==> src/rtl/crst_pkg.sv <==
package crst_pkg;

    // field widths of one request and one result
    localparam int ID_W     = 29;
    localparam int TAG_W    = 8;
    localparam int CTX_W    = 16;
    localparam int LEN_W    = 4;
    localparam int DATA_W   = 64;
    localparam int STATUS_W = 2;
    localparam int CMD_W    = 2;
    localparam int TDATA_W  = 128;

    localparam logic [LEN_W-1:0] MAX_LEN = 4'd8;

    // command codes carried in tuser
    localparam logic [CMD_W-1:0] CMD_REGISTER   = 2'd0;
    localparam logic [CMD_W-1:0] CMD_UNREGISTER = 2'd1;
    localparam logic [CMD_W-1:0] CMD_DISPATCH   = 2'd2;

    // result status codes
    localparam logic [STATUS_W-1:0] ST_OK     = 2'd0;
    localparam logic [STATUS_W-1:0] ST_FULL   = 2'd1;
    localparam logic [STATUS_W-1:0] ST_BADARG = 2'd2;

    // one table entry as stored in the ram
    typedef struct packed {
        logic [ID_W-1:0]  id;
        logic [TAG_W-1:0] handler;
        logic [CTX_W-1:0] ctx;
    } t_entry;

    // request tdata, lowest field last
    typedef struct packed {
        logic [6:0]        pad;
        logic [DATA_W-1:0] data;
        logic [LEN_W-1:0]  len;
        logic [CTX_W-1:0]  ctx;
        logic [TAG_W-1:0]  tag;
        logic [ID_W-1:0]   id;
    } t_in_data;

    // result tdata, lowest field last
    typedef struct packed {
        logic [6:0]        pad;
        logic [DATA_W-1:0] data;
        logic [LEN_W-1:0]  len;
        logic [ID_W-1:0]   id;
        logic [CTX_W-1:0]  ctx;
        logic [TAG_W-1:0]  handler;
    } t_out_data;

    typedef struct packed {
        logic                hit;
        logic [STATUS_W-1:0] status;
    } t_out_user;

    // controller to datapath
    typedef struct packed {
        logic load_item;
        logic search_step;
        logic write_entry;
        logic shift_step;
        logic dec_count;
        logic load_out;
    } t_dp_cmd;

    // datapath to controller
    typedef struct packed {
        logic [CMD_W-1:0] in_cmd;
        logic             in_null;
        logic             hit_now;
        logic             exhausted;
        logic             out_free;
    } t_dp_stat;

endpackage

==> src/rtl/crst_ram.sv <==
module crst_ram #(
    parameter int WIDTH  = 53,
    parameter int DEPTH  = 16,
    parameter int ADDR_W = (DEPTH > 1) ? $clog2(DEPTH) : 1
) (
    input  logic              i_clk,
    input  logic              i_we,
    input  logic [ADDR_W-1:0] i_waddr,
    input  logic [WIDTH-1:0]  i_wdata,
    input  logic [ADDR_W-1:0] i_raddr,
    output logic [WIDTH-1:0]  o_rdata
);

    logic [WIDTH-1:0] r_mem [DEPTH];
    logic [WIDTH-1:0] r_rdata;

    always_ff @(posedge i_clk) begin
        if (i_we) begin
            r_mem[i_waddr] <= i_wdata;
        end
        r_rdata <= r_mem[i_raddr];
    end

    assign o_rdata = r_rdata;

endmodule

==> src/rtl/crst_ctrl.sv <==
module crst_ctrl
    import crst_pkg::*;
(
    input  logic     i_clk,
    input  logic     i_rst_n,
    input  logic     i_in_valid,
    output logic     o_in_ready,
    input  t_dp_stat i_stat,
    output t_dp_cmd  o_cmd
);

    localparam logic [2:0] S_IDLE   = 3'd0;
    localparam logic [2:0] S_SEARCH = 3'd1;
    localparam logic [2:0] S_WRITE  = 3'd2;
    localparam logic [2:0] S_SHIFT  = 3'd3;
    localparam logic [2:0] S_RESULT = 3'd4;

    logic [2:0]       r_state;
    logic [2:0]       n_state;
    logic [CMD_W-1:0] r_cmd;
    logic             accept;

    assign o_in_ready = (r_state == S_IDLE);
    assign accept     = o_in_ready && i_in_valid;

    always_comb begin
        n_state = r_state;
        o_cmd   = '0;
        o_cmd.load_item = accept;
        case (r_state)
            S_IDLE: begin
                if (accept) begin
                    if ((i_stat.in_cmd == CMD_REGISTER && i_stat.in_null) ||
                        (i_stat.in_cmd != CMD_REGISTER &&
                         i_stat.in_cmd != CMD_UNREGISTER &&
                         i_stat.in_cmd != CMD_DISPATCH)) begin
                        n_state = S_RESULT;
                    end else begin
                        n_state = S_SEARCH;
                    end
                end
            end
            S_SEARCH: begin
                o_cmd.search_step = 1'b1;
                if (i_stat.hit_now || i_stat.exhausted) begin
                    case (r_cmd)
                        CMD_REGISTER:   n_state = S_WRITE;
                        CMD_UNREGISTER: n_state = i_stat.hit_now ? S_SHIFT : S_RESULT;
                        default:        n_state = S_RESULT;
                    endcase
                end
            end
            S_WRITE: begin
                o_cmd.write_entry = 1'b1;
                n_state = S_RESULT;
            end
            S_SHIFT: begin
                o_cmd.shift_step = 1'b1;
                if (i_stat.exhausted) begin
                    o_cmd.dec_count = 1'b1;
                    n_state = S_RESULT;
                end
            end
            S_RESULT: begin
                if (i_stat.out_free) begin
                    o_cmd.load_out = 1'b1;
                    n_state = S_IDLE;
                end
            end
            default: begin
                n_state = S_IDLE;
            end
        endcase
    end

    always_ff @(posedge i_clk) begin
        if (!i_rst_n) begin
            r_state <= S_IDLE;
        end else begin
            r_state <= n_state;
        end
    end

    always_ff @(posedge i_clk) begin
        if (accept) begin
            r_cmd <= i_stat.in_cmd;
        end
    end

endmodule

==> src/rtl/crst_dp.sv <==
module crst_dp
    import crst_pkg::*;
#(
    parameter int TABLE_DEPTH = 16
) (
    input  logic               i_clk,
    input  logic               i_rst_n,
    input  t_dp_cmd            i_cmd,
    output t_dp_stat           o_stat,
    input  logic [CMD_W-1:0]   i_in_user,
    input  logic [TDATA_W-1:0] i_in_data,
    input  logic               i_out_ready,
    output logic               o_out_valid,
    output logic [2:0]         o_out_user,
    output logic [TDATA_W-1:0] o_out_data
);

    localparam int AW = (TABLE_DEPTH > 1) ? $clog2(TABLE_DEPTH) : 1;
    localparam int CW = $clog2(TABLE_DEPTH + 1);
    localparam logic [CW-1:0] DEPTH_C = CW'(TABLE_DEPTH);

    t_in_data   in_item;
    t_entry     rd_entry;
    t_entry     wr_entry;
    logic       we;
    logic [AW-1:0] waddr;

    // latched request
    logic [CMD_W-1:0]  r_cmd;
    logic              r_null;
    logic              r_full;
    logic [ID_W-1:0]   r_id;
    logic [TAG_W-1:0]  r_tag;
    logic [CTX_W-1:0]  r_ctx;
    logic [LEN_W-1:0]  r_len;
    logic [DATA_W-1:0] r_data;

    // table walk
    logic [CW-1:0] r_count;
    logic [CW-1:0] r_issue;
    logic          r_pend;
    logic [AW-1:0] r_pend_idx;
    logic          r_found;
    logic [AW-1:0] r_pos;
    t_entry        r_match;

    // result register
    logic          r_out_valid;
    t_out_user     r_out_user;
    t_out_data     r_out_data;
    t_out_user     n_out_user;
    t_out_data     n_out_data;
    logic [LEN_W-1:0] len_sat;

    assign in_item = t_in_data'(i_in_data);

    assign o_stat.in_cmd    = i_in_user;
    assign o_stat.in_null   = (in_item.tag == '0);
    assign o_stat.hit_now   = r_pend && (rd_entry.id == r_id);
    assign o_stat.exhausted = !r_pend && (r_issue >= r_count);
    assign o_stat.out_free  = !r_out_valid || i_out_ready;

    crst_ram #(
        .WIDTH ($bits(t_entry)),
        .DEPTH (TABLE_DEPTH),
        .ADDR_W(AW)
    ) u_ram (
        .i_clk  (i_clk),
        .i_we   (we),
        .i_waddr(waddr),
        .i_wdata(wr_entry),
        .i_raddr(r_issue[AW-1:0]),
        .o_rdata(rd_entry)
    );

    // writes: entry update or append, or one step of the shift-down
    always_comb begin
        we       = 1'b0;
        waddr    = r_found ? r_pos : r_count[AW-1:0];
        wr_entry = '{id: r_id, handler: r_tag, ctx: r_ctx};
        if (i_cmd.shift_step) begin
            we       = r_pend;
            waddr    = r_pend_idx - AW'(1);
            wr_entry = rd_entry;
        end else if (i_cmd.write_entry) begin
            we = r_found || !r_full;
        end
    end

    always_ff @(posedge i_clk) begin
        if (i_cmd.load_item) begin
            r_cmd  <= i_in_user;
            r_null <= (in_item.tag == '0);
            r_full <= (r_count >= DEPTH_C);
            r_id   <= in_item.id;
            r_tag  <= in_item.tag;
            r_ctx  <= in_item.ctx;
            r_len  <= in_item.len;
            r_data <= in_item.data;
        end
        if (i_cmd.search_step && o_stat.hit_now) begin
            r_pos   <= r_pend_idx;
            r_match <= rd_entry;
        end
        if ((i_cmd.search_step || i_cmd.shift_step) && !o_stat.hit_now &&
            r_issue < r_count) begin
            r_pend_idx <= r_issue[AW-1:0];
        end
    end

    always_ff @(posedge i_clk) begin
        if (!i_rst_n) begin
            r_count <= '0;
            r_issue <= '0;
            r_pend  <= 1'b0;
            r_found <= 1'b0;
        end else begin
            if (i_cmd.load_item) begin
                r_issue <= '0;
                r_pend  <= 1'b0;
                r_found <= 1'b0;
            end else if (i_cmd.search_step && o_stat.hit_now) begin
                // restart the walk just above the match for a shift-down
                r_found <= 1'b1;
                r_issue <= CW'(r_pend_idx) + CW'(1);
                r_pend  <= 1'b0;
            end else if (i_cmd.search_step || i_cmd.shift_step) begin
                if (r_issue < r_count) begin
                    r_pend  <= 1'b1;
                    r_issue <= r_issue + CW'(1);
                end else begin
                    r_pend <= 1'b0;
                end
            end
            if (i_cmd.write_entry && !r_found && !r_full) begin
                r_count <= r_count + CW'(1);
            end else if (i_cmd.dec_count) begin
                r_count <= r_count - CW'(1);
            end
        end
    end

    // result build
    assign len_sat = (r_len > MAX_LEN) ? MAX_LEN : r_len;

    always_comb begin
        n_out_user = '0;
        n_out_data = '0;
        case (r_cmd)
            CMD_REGISTER: begin
                if (r_null) begin
                    n_out_user.status = ST_BADARG;
                end else if (!r_found && r_full) begin
                    n_out_user.status = ST_FULL;
                end else begin
                    n_out_user.status = ST_OK;
                end
            end
            CMD_DISPATCH: begin
                if (r_found) begin
                    n_out_user.hit     = 1'b1;
                    n_out_data.handler = r_match.handler;
                    n_out_data.ctx     = r_match.ctx;
                    n_out_data.id      = r_id;
                    n_out_data.len     = len_sat;
                    for (int b = 0; b < 8; b++) begin
                        if (LEN_W'(b) < len_sat) begin
                            n_out_data.data[b*8 +: 8] = r_data[b*8 +: 8];
                        end
                    end
                end
            end
            default: begin
                n_out_user = '0;
            end
        endcase
    end

    always_ff @(posedge i_clk) begin
        if (!i_rst_n) begin
            r_out_valid <= 1'b0;
        end else if (i_cmd.load_out) begin
            r_out_valid <= 1'b1;
        end else if (i_out_ready) begin
            r_out_valid <= 1'b0;
        end
    end

    always_ff @(posedge i_clk) begin
        if (i_cmd.load_out) begin
            r_out_user <= n_out_user;
            r_out_data <= n_out_data;
        end
    end

    assign o_out_valid = r_out_valid;
    assign o_out_user  = r_out_user;
    assign o_out_data  = r_out_data;

    a_count_bound: assert property (@(posedge i_clk) disable iff (!i_rst_n)
        r_count <= DEPTH_C)
        else $error("entry count above table depth");

    a_dec_nonempty: assert property (@(posedge i_clk) disable iff (!i_rst_n)
        i_cmd.dec_count |-> (r_count != '0 && r_found))
        else $error("entry removed without a match");

    a_no_overwrite: assert property (@(posedge i_clk) disable iff (!i_rst_n)
        i_cmd.load_out |-> (!r_out_valid || i_out_ready))
        else $error("pending result overwritten");

    a_shift_in_range: assert property (@(posedge i_clk) disable iff (!i_rst_n)
        (i_cmd.shift_step && r_pend) |-> (CW'(r_pend_idx) < r_count &&
                                          r_pend_idx != '0))
        else $error("shift step outside valid entries");

endmodule

==> src/rtl/can_rx_subscription_table_top.sv <==
// channel   dir  handshake                      payload
// request   in   s_axis_tvalid / s_axis_tready  tuser: command; tdata: id, tag, ctx, len, data
// result    out  m_axis_tvalid / m_axis_tready  tuser: status, hit; tdata: handler..data
//
// one request at a time; the table in ram is walked one entry per cycle
// states per request: idle, search, write (register), shift (unregister on a hit), result
// a null register and command 3 skip search, write and shift and go straight to result
// a stalled result holds the controller in its result state; reset clears the entry count,
// walk state, result valid and controller state, but not the ram
module can_rx_subscription_table_top
    import crst_pkg::*;
#(
    parameter int TABLE_DEPTH = 16
) (
    input  logic               i_clk,
    input  logic               i_rst_n,
    // request
    input  logic               s_axis_tvalid,
    output logic               s_axis_tready,
    input  logic [CMD_W-1:0]   s_axis_tuser,  // [1:0] command
    input  logic [TDATA_W-1:0] s_axis_tdata,  // [28:0] frame_id, [36:29] handler_tag,
                                              // [52:37] handler_context, [56:53] frame_length,
                                              // [120:57] frame_data, rest zero
    // result
    output logic               m_axis_tvalid,
    input  logic               m_axis_tready,
    output logic [2:0]         m_axis_tuser,  // [1:0] status, [2] hit
    output logic [TDATA_W-1:0] m_axis_tdata   // [7:0] out_handler, [23:8] out_context,
                                              // [52:24] out_id, [56:53] out_length,
                                              // [120:57] out_data, rest zero
);

    t_dp_cmd  dp_cmd;
    t_dp_stat dp_stat;

    // sequencer: search, write, shift-down and result hand-off
    crst_ctrl u_ctrl (
        .i_clk     (i_clk),
        .i_rst_n   (i_rst_n),
        .i_in_valid(s_axis_tvalid),
        .o_in_ready(s_axis_tready),
        .i_stat    (dp_stat),
        .o_cmd     (dp_cmd)
    );

    // table ram, walk pointers, entry count and result register
    crst_dp #(
        .TABLE_DEPTH(TABLE_DEPTH)
    ) u_dp (
        .i_clk      (i_clk),
        .i_rst_n    (i_rst_n),
        .i_cmd      (dp_cmd),
        .o_stat     (dp_stat),
        .i_in_user  (s_axis_tuser),
        .i_in_data  (s_axis_tdata),
        .i_out_ready(m_axis_tready),
        .o_out_valid(m_axis_tvalid),
        .o_out_user (m_axis_tuser),
        .o_out_data (m_axis_tdata)
    );

endmodule
==> config.mk <==
export PLATFORM = sky130hd
export DESIGN_NAME = can_rx_subscription_table_top
export DESIGN_NICKNAME = d
export VERILOG_FILES = /design/src/rtl/crst_pkg.sv /design/src/rtl/crst_ram.sv /design/src/rtl/crst_ctrl.sv /design/src/rtl/crst_dp.sv /design/src/rtl/can_rx_subscription_table_top.sv
export SDC_FILE = /design/constraint.sdc
export NUM_CORES = 1
export LEC_CHECK = 0
export BUFFER_PORTS_ARGS = -buffer_cell sky130_fd_sc_hd__buf_4
export CORE_ASPECT_RATIO = 0.9
export CORE_MARGIN = 10
export CORE_UTILIZATION = 50
export DETAILED_ROUTE_END_ITERATION = 10
export MAX_ROUTING_LAYER = met4
export PLACE_DENSITY = 0.78
export SLEW_MARGIN = 25
export SYNTH_ARGS = -nofsm -noshare
export SYNTH_HDL_FRONTEND = slang
export SYNTH_HIERARCHICAL = 1
export SYNTH_SLANG_ARGS = --single-unit
export TNS_END_PERCENT = 30
==> constraint.sdc <==
create_clock -name i_clk -period 9.75 [get_ports i_clk]
set_clock_uncertainty 0.2 [all_clocks]
set_input_delay 0 -clock i_clk [delete_from_list [all_inputs] [get_ports i_clk]]
set_output_delay 0 -clock i_clk [all_outputs]
set_load 0.02 [all_outputs]
== After elaboration in Yosys (flattened, before gate mapping) ==
Memories as Yosys holds them, arrays and structs flattened. A register that Yosys moved wholly into a read port is not among the register bits.
Index checks and enable logic that the tools add are counted.
W data, S select, Z words.

* Memories: 1
* RAM bits: 848
* Register bits after elaboration: 297

* Equal/unequal tests: 13
* Order comparisons: 12
* Reductions and logical operators: 45
* Bitwise operators: 2
* Muxes and demuxes: 33
* $add $sub $neg: 5

{| class="wikitable"
|+ Memory list
! memory !! words !! width !! read ports !! clocked after memory_dff !! write ports !! line !! RTL
|-
| u_dp.u_ram.r_mem || 16 || 53 || 1 || 1 || 1 || crst_ram.sv:14 || <nowiki>logic [WIDTH-1:0] r_mem [DEPTH];</nowiki>
|}

{| class="wikitable"
|+ Operators by type and width
! cell !! count
|-
| $mux W53 || 1
|-
| $eq A29 B29 Y1 || 1
|-
| $mux W5 || 5
|-
| $reduce_and A3 Y1 || 8
|-
| $mux W3 || 6
|-
| $lt A3 B4 Y1 const A || 4
|-
| $pmux W3 S5 || 1
|-
| $mux W1 || 14
|-
| $logic_and A1 B1 Y1 || 12
|-
| $mux W4 || 3
|-
| $add A5 B1 Y5 const B || 2
|-
| $reduce_bool A2 Y1 || 5
|-
| $logic_not A8 Y1 || 1
|-
| $lt A1 B4 Y1 const A || 2
|-
| $lt A2 B4 Y1 const A || 2
|-
| $eq A3 B2 Y1 const B || 2
|-
| $ne A2 B1 Y1 const B || 3
|-
| $ne A2 B2 Y1 const B || 3
|-
| $pmux W3 S2 || 1
|-
| $add A4 B1 Y5 const B || 1
|-
| $ge A5 B5 Y1 || 1
|-
| $ge A5 B5 Y1 const B || 1
|-
| $logic_not A1 Y1 || 5
|-
| $logic_or A1 B1 Y1 || 5
|-
| 16 further kinds || 21
|}

== Depth between registers and ports, before layout ==
Gate-level depths: netlist (run 1).

* Word-level depth: 7
* Gate-level depth with buffers: 14

== By module ==
Netlist (run 1), hierarchy kept.

{| class="wikitable"
|+ By module, submodules not included
! module !! times used !! sequential area each (sq um) !! area each (sq um) !! cells an instance
|-
| crst_ram || 1 || 26525.4 || 32817.7 || 1370
|-
| crst_dp || 1 || 8698.3 || 11441.0 || 667
|-
| crst_ctrl || 1 || 120.1 || 342.8 || 38
|}

== Worst setup path before layout (run 1) ==
No wires, ideal clock.

* Kind: flip-flop to flip-flop
* Start point: reg u_ctrl.r_state[2]
* End point: reg u_dp.r_out_data (netlist bit u_dp/o_out_data[0]) (enable)
* Slack: -0.224 ns
* Path buffers: 0
* Data required time: 8.788 ns
* Cell stages (with the launch flop): 3
* Period minus slack after synthesis: 9.974 ns
* Data arrival time: 9.012 ns
* Path through: dfxtp_1 nand2_1 nor3_1

{| class="wikitable"
|+ RTL lines
! item !! line !! RTL
|-
| start: declaration || crst_ctrl.sv:18 || <nowiki>logic [2:0] r_state;</nowiki>
|-
| start signal: assignment || crst_ctrl.sv:80 || <nowiki>r_state <= n_state;</nowiki>
|-
| end signal: assignment || crst_dp.sv:192 || <nowiki>r_out_data <= n_out_data;</nowiki>
|-
| end: declaration || crst_dp.sv:50 || <nowiki>t_out_data r_out_data;</nowiki>
|}

==> reports/metrics.yaml, run 1 <==
floorplanning:
  die_h_um: 303
  io_pins: 267
  core_area_sq_um: 88100
  start_util_pct: 50.6
  die_area_sq_um: 102000
  die_w_um: 335
  row_count: 103
synthesis:
  synth.yosys.seq_area_share_pct: 79.2
  postSynth.asyncResetShare_pct: 0
  synth_ff_type: "edfxtp_1"
  ys_warn_count: 6
  synthCells: 2075
  synth_area_per_cell_sq_um: 21.5
  synth-seq-cells: 1200
  synth.distinct_cells: 62
  syn_area_sq_um: 44600
  synth_edf_count: 1131
hold_path:
  holdCritStartpoint: "i_rst_n"
  hold_depth: 3
  min_path_type: "input pin to flop"
  whs_endpoint: "u_dp/r_count[0]"
finish:
  drive_above_1_share_pct: 28.5
  final-seq-area_sq_um: 35400
  multi_input_area_sq_um: 8810
  area_growth_pct: 21.7
  final_common_cell: "edfxtp_1"
  final_util_pct: 61.6
  fillers: 5789
  finalNonFillerCells: 3893
  postLayoutCellArea_sq_um: 54300
  final_cell_mix: "1131 x edfxtp_1, 284 x buf_4, 252 x dlygate4sd3_1"
  final_nets: 2783
critical_path:
  arrival_ns: 4.85
  cp_max_fo: 34
  crit_path_start: "u_ctrl/r_state[0]"
  rr_worst_depth: 7
  timing.rr.start: "u_ctrl/r_state[0]"
  cp-end-kind: "flop"
  rrSetupSlack_ns: 5.00
  path_class: "flop to flop"
  r2r_end: "u_dp/u_ram/r_mem[9][40]"
  start_kind: "flop"
  cp_data_required_time_ns: 9.85
clock_network:
  cts_buffers: 111
  cts.clk_slew.worst_paths_ns: 0.06
  cts.path.max_buffers: 3
  cts_sinks: 1200
  cts_tree: "built"
  clk_latency_ns: 0.69
  clock-root-buffer: "clkbuf_16"
  htree_levels: 3
timing:
  fmax_ghz: 0.211
  rsz0062_at_grt: "false"
  period_needed_ns: 4.75
  relSlewSlack_pct: 26.0
  timing.final.crit_share_pct: 48.7
  whs_ns: 0.0348
  finalHoldViolations: 0
  finalMaxSlewViolations: 0
  tightest_slew_ns: 1.11
  setup_violations: 0
  final.setup.tns_ns: 0
routing:
  route.detailed.wl_per_inst_um: 27.4
  drcViolationCount: 0
  wl_um: 107000
  ant_nets: 0
  first_pass_iters: 6
  vias_per_cell: 5.92
  vias: 23000
  drtIter0Drc: 2788
power_and_ir_drop:
  power_leakage_nw: 18.0
  powerDensity_nw_per_um2: 205
  vdd_drop_max_uv: 145
status:
  status: "finished, final reports clean"
global_routing:
  antenna_found_initial: 4
  grt_max_degree: 161
  grt_pass1_wl_um: 158000
  grt_pass1_vias: 24200
  track_usage_pct: 21.5
  overflow: 0
place:
  dp.cells: 3426
  numPortBuffers: 252
  gp_congestion: 0.860
  dp.final_hpwl_um: 55300
  dpl_cell_area_sq_um: 47900
run:
  drv_cap: 0
-- registers in the layout (all words and copies together) (netlist names) --
register and flops:
u_dp/r_pos 4, u_dp/r_count 5, u_dp/r_found 1, u_dp/r_pend 1, u_dp/u_ram/o_rdata 53, u_dp/o_out_user 3, u_dp/r_ctx 16, u_ctrl/r_state 3
u_ctrl/r_cmd 2, u_dp/r_id 29, u_dp/r_full 1, u_dp/r_null 1, u_dp/r_pend_idx 4, u_dp/r_tag 8, u_dp/o_out_valid 1, u_dp/r_cmd 2
u_dp/r_len 4, u_dp/r_match 24, u_dp/u_ram/r_mem 848, u_dp/r_issue 5, u_dp/o_out_data 121, u_dp/r_data 64
-- area by class of cell --
class / count / share of cell area, %
antenna: 2 / 0.00922
clock buffer: 145 / 5.58
clock inverter: 66 / 1.33
inverter: 16 / 0.120
multi-input combinational: 764 / 16.2
sequential: 1200 / 65.1
tap: 1155 / 2.66
timing repair buffer: 545 / 8.96
-- through the flow --
stage	power, mW	setup slack (ns)
final	11.1	5.00
after global routing	11.5	4.97
after CTS	11.2	5.11
after detailed placement	6.74	5.17
after global placement	6.70	5.31
after floorplan	6.44	3.51
-- report_power, final --
| part | switching, mW | internal (mW) | total [mW] |
|---|---|---|---|
| Sequential | 0.0880 | 5.94 | 6.03 |
| Combinational | 0.443 | 0.249 | 0.693 |
| Clock | 1.86 | 2.54 | 4.40 |
-- metal layers --
metal	wire length [um]	GRT usage [%]	vias up
li1	-	-	9576
met1	40700	26.8	12000
met2	54000	35.8	1284
met3	9190	4.08	213
met4	2930	6.73	0
met5	0	-	-
-- synthesized netlist by cell type (all sizes together) (3+ instances only) --
| cell | count | share of area, % |
|---|---|---|
| o21ai | 6 | 0.076 |
| dfxtp | 69 | 3.1 |
| ha | 10 | 0.28 |
| nand2 | 65 | 0.55 |
| a21o | 8 | 0.14 |
| mux2i | 5 | 0.11 |
| nor3 | 11 | 0.15 |
| inv | 14 | 0.12 |
| nand4 | 3 | 0.042 |
| a21oi | 16 | 0.20 |
| xnor2 | 6 | 0.12 |
| nor2b | 25 | 0.36 |
| xor2 | 34 | 0.67 |
| mux2 | 54 | 1.4 |
| nor2 | 28 | 0.24 |
| clkbuf | 37 | 0.31 |
| buf | 64 | 0.95 |
| nor4 | 8 | 0.11 |
| nand2b | 7 | 0.10 |
| a211oi | 4 | 0.079 |
| a22oi | 106 | 1.8 |
| and3 | 18 | 0.25 |
| mux4 | 212 | 11 |
| edfxtp | 1131 | 76 |
| nand3b | 4 | 0.076 |
| nand3 | 9 | 0.11 |
| and2 | 92 | 1.3 |
| nor3b | 6 | 0.11 |
-- worst max path at each step --
stage / to / slack, ns / cells after the start
floorplan: u_dp/u_ram/r_mem[0][0] / 3.51 / 8
global placement: u_dp/u_ram/r_mem[14][38] / 5.31 / 7
detailed placement: u_dp/u_ram/r_mem[15][40] / 5.17 / 7
CTS: u_dp/u_ram/r_mem[15][50] / 5.11 / 7
global route: u_dp/u_ram/r_mem[9][40] / 4.97 / 7
finish: u_dp/u_ram/r_mem[9][40] / 5.00 / 7
-- timing repair --
item / CTS / global route
gates resized for setup: 0 / 0
setup endpoints to repair: 0 / 0
buffers inserted: 0 / 0
hold buffers: 252 / 0
endpoints found under the hold margin: 190 / 0
-- cells by family (layout without fill, tap and decap cells) --
logic type	after synthesis	count (layout)	share of synthesized area (%)
compound gates	150	150	2.50
xor+xnor	40	40	0.785
fa+ha+maj	11	11	0.325
buf+inv	117	772	1.40
flops	1200	1200	79.2
mux	271	271	12.2
other cells	1	9	0.00841
simple gates	285	285	3.55
-- critical path: stages, from the launching register on --
cell and delay, ns:
dfxtp_1 0.51, nor2b_2 0.28, and2_4 0.56, a211oi_1 0.13
a21oi_1 0.59, nand2b_1 0.42, nor2_4 0.95, buf_4 0.70
Power figures use the tool's default switching activity.
==> inputs of run 2 (changes only) <==
- PLACE_DENSITY: 0.78 -> 0.76
- clock period: 9.75 -> 4.71 ns (I/O delays scaled with it)
==> run 2 against run 1 <==
Final cell count is 0.15% higher. Power is 110% higher. Critical endpoint is now u_dp/u_ram/r_mem[14][17]. Clock-buffer cell count is 25 higher. Combinational power is 110% higher. Largest power group unchanged. Non-clock buffer count is 2 higher. First-iteration DRC count is 0.93% lower. Global-route usage is 0.69 points lower.
==> reports/metrics.yaml, run 2 (synthesized netlist as in run 1, its figures left out) <==
critical_path:
  endpoint: "u_dp/u_ram/r_mem[14][17]"
  cp-end-kind: "flop"
  rr_worst_depth: 7  # unchanged
  path_class: "flop to flop"
  timing.rr.start: "u_ctrl/r_state[0]"
  r2r_end: "u_dp/u_ram/r_mem[14][17]"
  start_kind: "flop"
  rrSetupSlack_ns: 0.52  # -4.48 ns
  crit_path_start: "u_ctrl/r_state[0]"
  cp_max_fo: 41  # +21%
  cp_data_required_time_ns: 4.87  # -4.98 ns
  arrival_ns: 4.36  # -0.49 ns
timing:
  period_needed_ns: 4.19  # -0.557 ns
  finalMaxSlewViolations: 0  # unchanged
  setup_violations: 0  # unchanged
  fmax_ghz: 0.238  # +13%
  timing.final.crit_share_pct: 89.0  # +40 points
  relSlewSlack_pct: 29.9  # +3.9 points
  rsz0062_at_grt: "false"
  finalHoldViolations: 0  # unchanged
  tightest_slew_ns: 1.05  # -0.0555 ns
  whs_ns: 0.0345  # -0.000337 ns
  setup_slack_ns: 0.516  # -4.48 ns
  final.setup.tns_ns: 0  # unchanged
finish:
  drive_above_1_share_pct: 28.6  # +0.16 points
  final_nets: 2787  # +0.14%
  regMostFlops: "u_dp/u_ram/r_mem"
  final_util_pct: 61.9  # +0.33 points
  area_growth_pct: 22.4
  finalNonFillerCells: 3899  # +0.15%
  largest_reg_flops: 848  # unchanged
  final_common_cell: "edfxtp_1"
  final_cell_mix: "1131 x edfxtp_1, 275 x buf_4, 251 x dlygate4sd3_1"
power_and_ir_drop:
  power_leakage_nw: 18.0  # +0.50%
  vdd_drop_max_uv: 345  # +140%
  powerDensity_nw_per_um2: 426  # +110%
clock_network:
  cts_sinks: 1200  # unchanged
  cts_buffers: 113  # +1.8%
  post_cts_resized: 0  # unchanged
  ctsHoldBuffers: 251  # -0.40%
  cts_tree: "built"
  clock-root-buffer: "clkbuf_16"
  cts.clk_slew.worst_paths_ns: 0.06  # about the same
  cts_setup_buffers: 0  # unchanged
  htree_levels: 3  # unchanged
  clk_latency_ns: 0.71  # +0.02 ns
  cts.path.max_buffers: 3  # unchanged
global_routing:
  grt_pass1_vias: 23700  # -1.9%
  track_usage_pct: 20.8  # -0.69 points
  antenna_found_initial: 2  # -2
  overflow: 0  # unchanged
  grt_pass1_wl_um: 155000  # -2.3%
  grt_max_degree: 119  # -26%
run:
  drv_cap: 0  # unchanged
floorplanning:
  io_pins: 267  # unchanged
  core_area_sq_um: 88100  # unchanged
  start_util_pct: 50.6  # unchanged
  die_h_um: 303  # unchanged
  die_area_sq_um: 102000  # unchanged
  die_w_um: 335  # unchanged
  row_count: 103  # unchanged
place:
  dp.final_hpwl_um: 55400  # +0.16%
  numPortBuffers: 252  # unchanged
  pre_cts_slack_ns: 0.624  # -4.55 ns
  gp_congestion: 0.836  # -2.8%
  dp.cells: 3430  # +0.12%
routing:
  ant_nets: 0  # unchanged
  vias: 22800  # -1.1%
  vias_per_cell: 5.84  # -1.2%
  drcViolationCount: 0  # unchanged
  route.detailed.wl_per_inst_um: 26.5  # -3.4%
  first_pass_iters: 5  # -1
  wl_um: 103000  # -3.3%
  drtIter0Drc: 2762  # -0.93%
hold_path:
  min_path_type: "input pin to flop"
status:
  status: "finished, final reports clean"
[run 2: cell count changes in the layout (fill, tap and decap cells not counted), moves of 3 or more]
| cell | before | now |
|---|---|---|
| buf_12 | 1 | 18 |
| clkinv_1 | 16 | 4 |
| clkinv_2 | 26 | 17 |
| clkbuf_1 | 23 | 36 |
| buf_4 | 284 | 275 |
| clkbuf_8 | 10 | 21 |
| buf_16 | 6 | 3 |
[run 2: worst max-delay path, cell delays in order, from the launching register on]
cell,delay (ns)
dfxtp_1,0.47
nor2b_2,0.29
and2_4,0.65
a211oi_1,0.10
a21oi_1,0.68
nand2b_1,0.43
nor2_4,0.70
buf_12,0.32
[run 2: worst min-delay path by stage]
stage	cells past startpoint	from	slack [ns]	to
3_3_place_gp	1	s_axis_tdata[91]	-0.02	u_dp/r_data[34]
3_5_place_dp	1	s_axis_tdata[19]	-0.02	u_dp/r_id[19]
4_1_cts	4	m_axis_tready	0.007	u_dp/o_out_valid
5_1_grt	3	i_rst_n	0.03	u_dp/r_count[4]
6_report	3	i_rst_n	0.03	u_dp/r_count[4]
2_1_floorplan	0	s_axis_tuser[0]	-0.10	u_dp/r_cmd[0]
[run 2: power by group]
group	internal [mW]	switching, mW
Sequential	12.3	0.170
Combinational	0.520	0.919
Clock	5.46	3.90
[run 2: cell type report]
| class | instances | area (sq um) |
|---|---|---|
| Multi-Input combinational cell | 764 | 8810 |
| Clock buffer | 170 | 3250 |
| Clock inverter | 45 | 624 |
| Sequential cell | 1200 | 35400 |
| Inverter | 16 | 65.1 |
| Fill cell | 5690 | 33600 |
| Antenna cell | 2 | 5.00 |
| Timing Repair Buffer | 547 | 5020 |
| Tap cell | 1155 | 1450 |
[run 2: per-layer routing]
layer	part of all wire, %	global-route usage [%]	wire (um)	up-vias
met5	0	-	0	-
met4	2.1	5.76	2170	0
met3	8.5	3.76	8810	151
met2	50	33.4	51600	1156
met1	39	27.5	40700	11900
li1	-	-	-	9589
[run 2: per-stage QoR]
stage | cell area [sq um] | power [mW]
floorplan | 44600 | 13.3
global placement | 48100 | 13.9
detailed placement | 48200 | 14.0
CTS | 54500 | 23.4
global route | 54600 | 24.0
finish | 54600 | 23.3
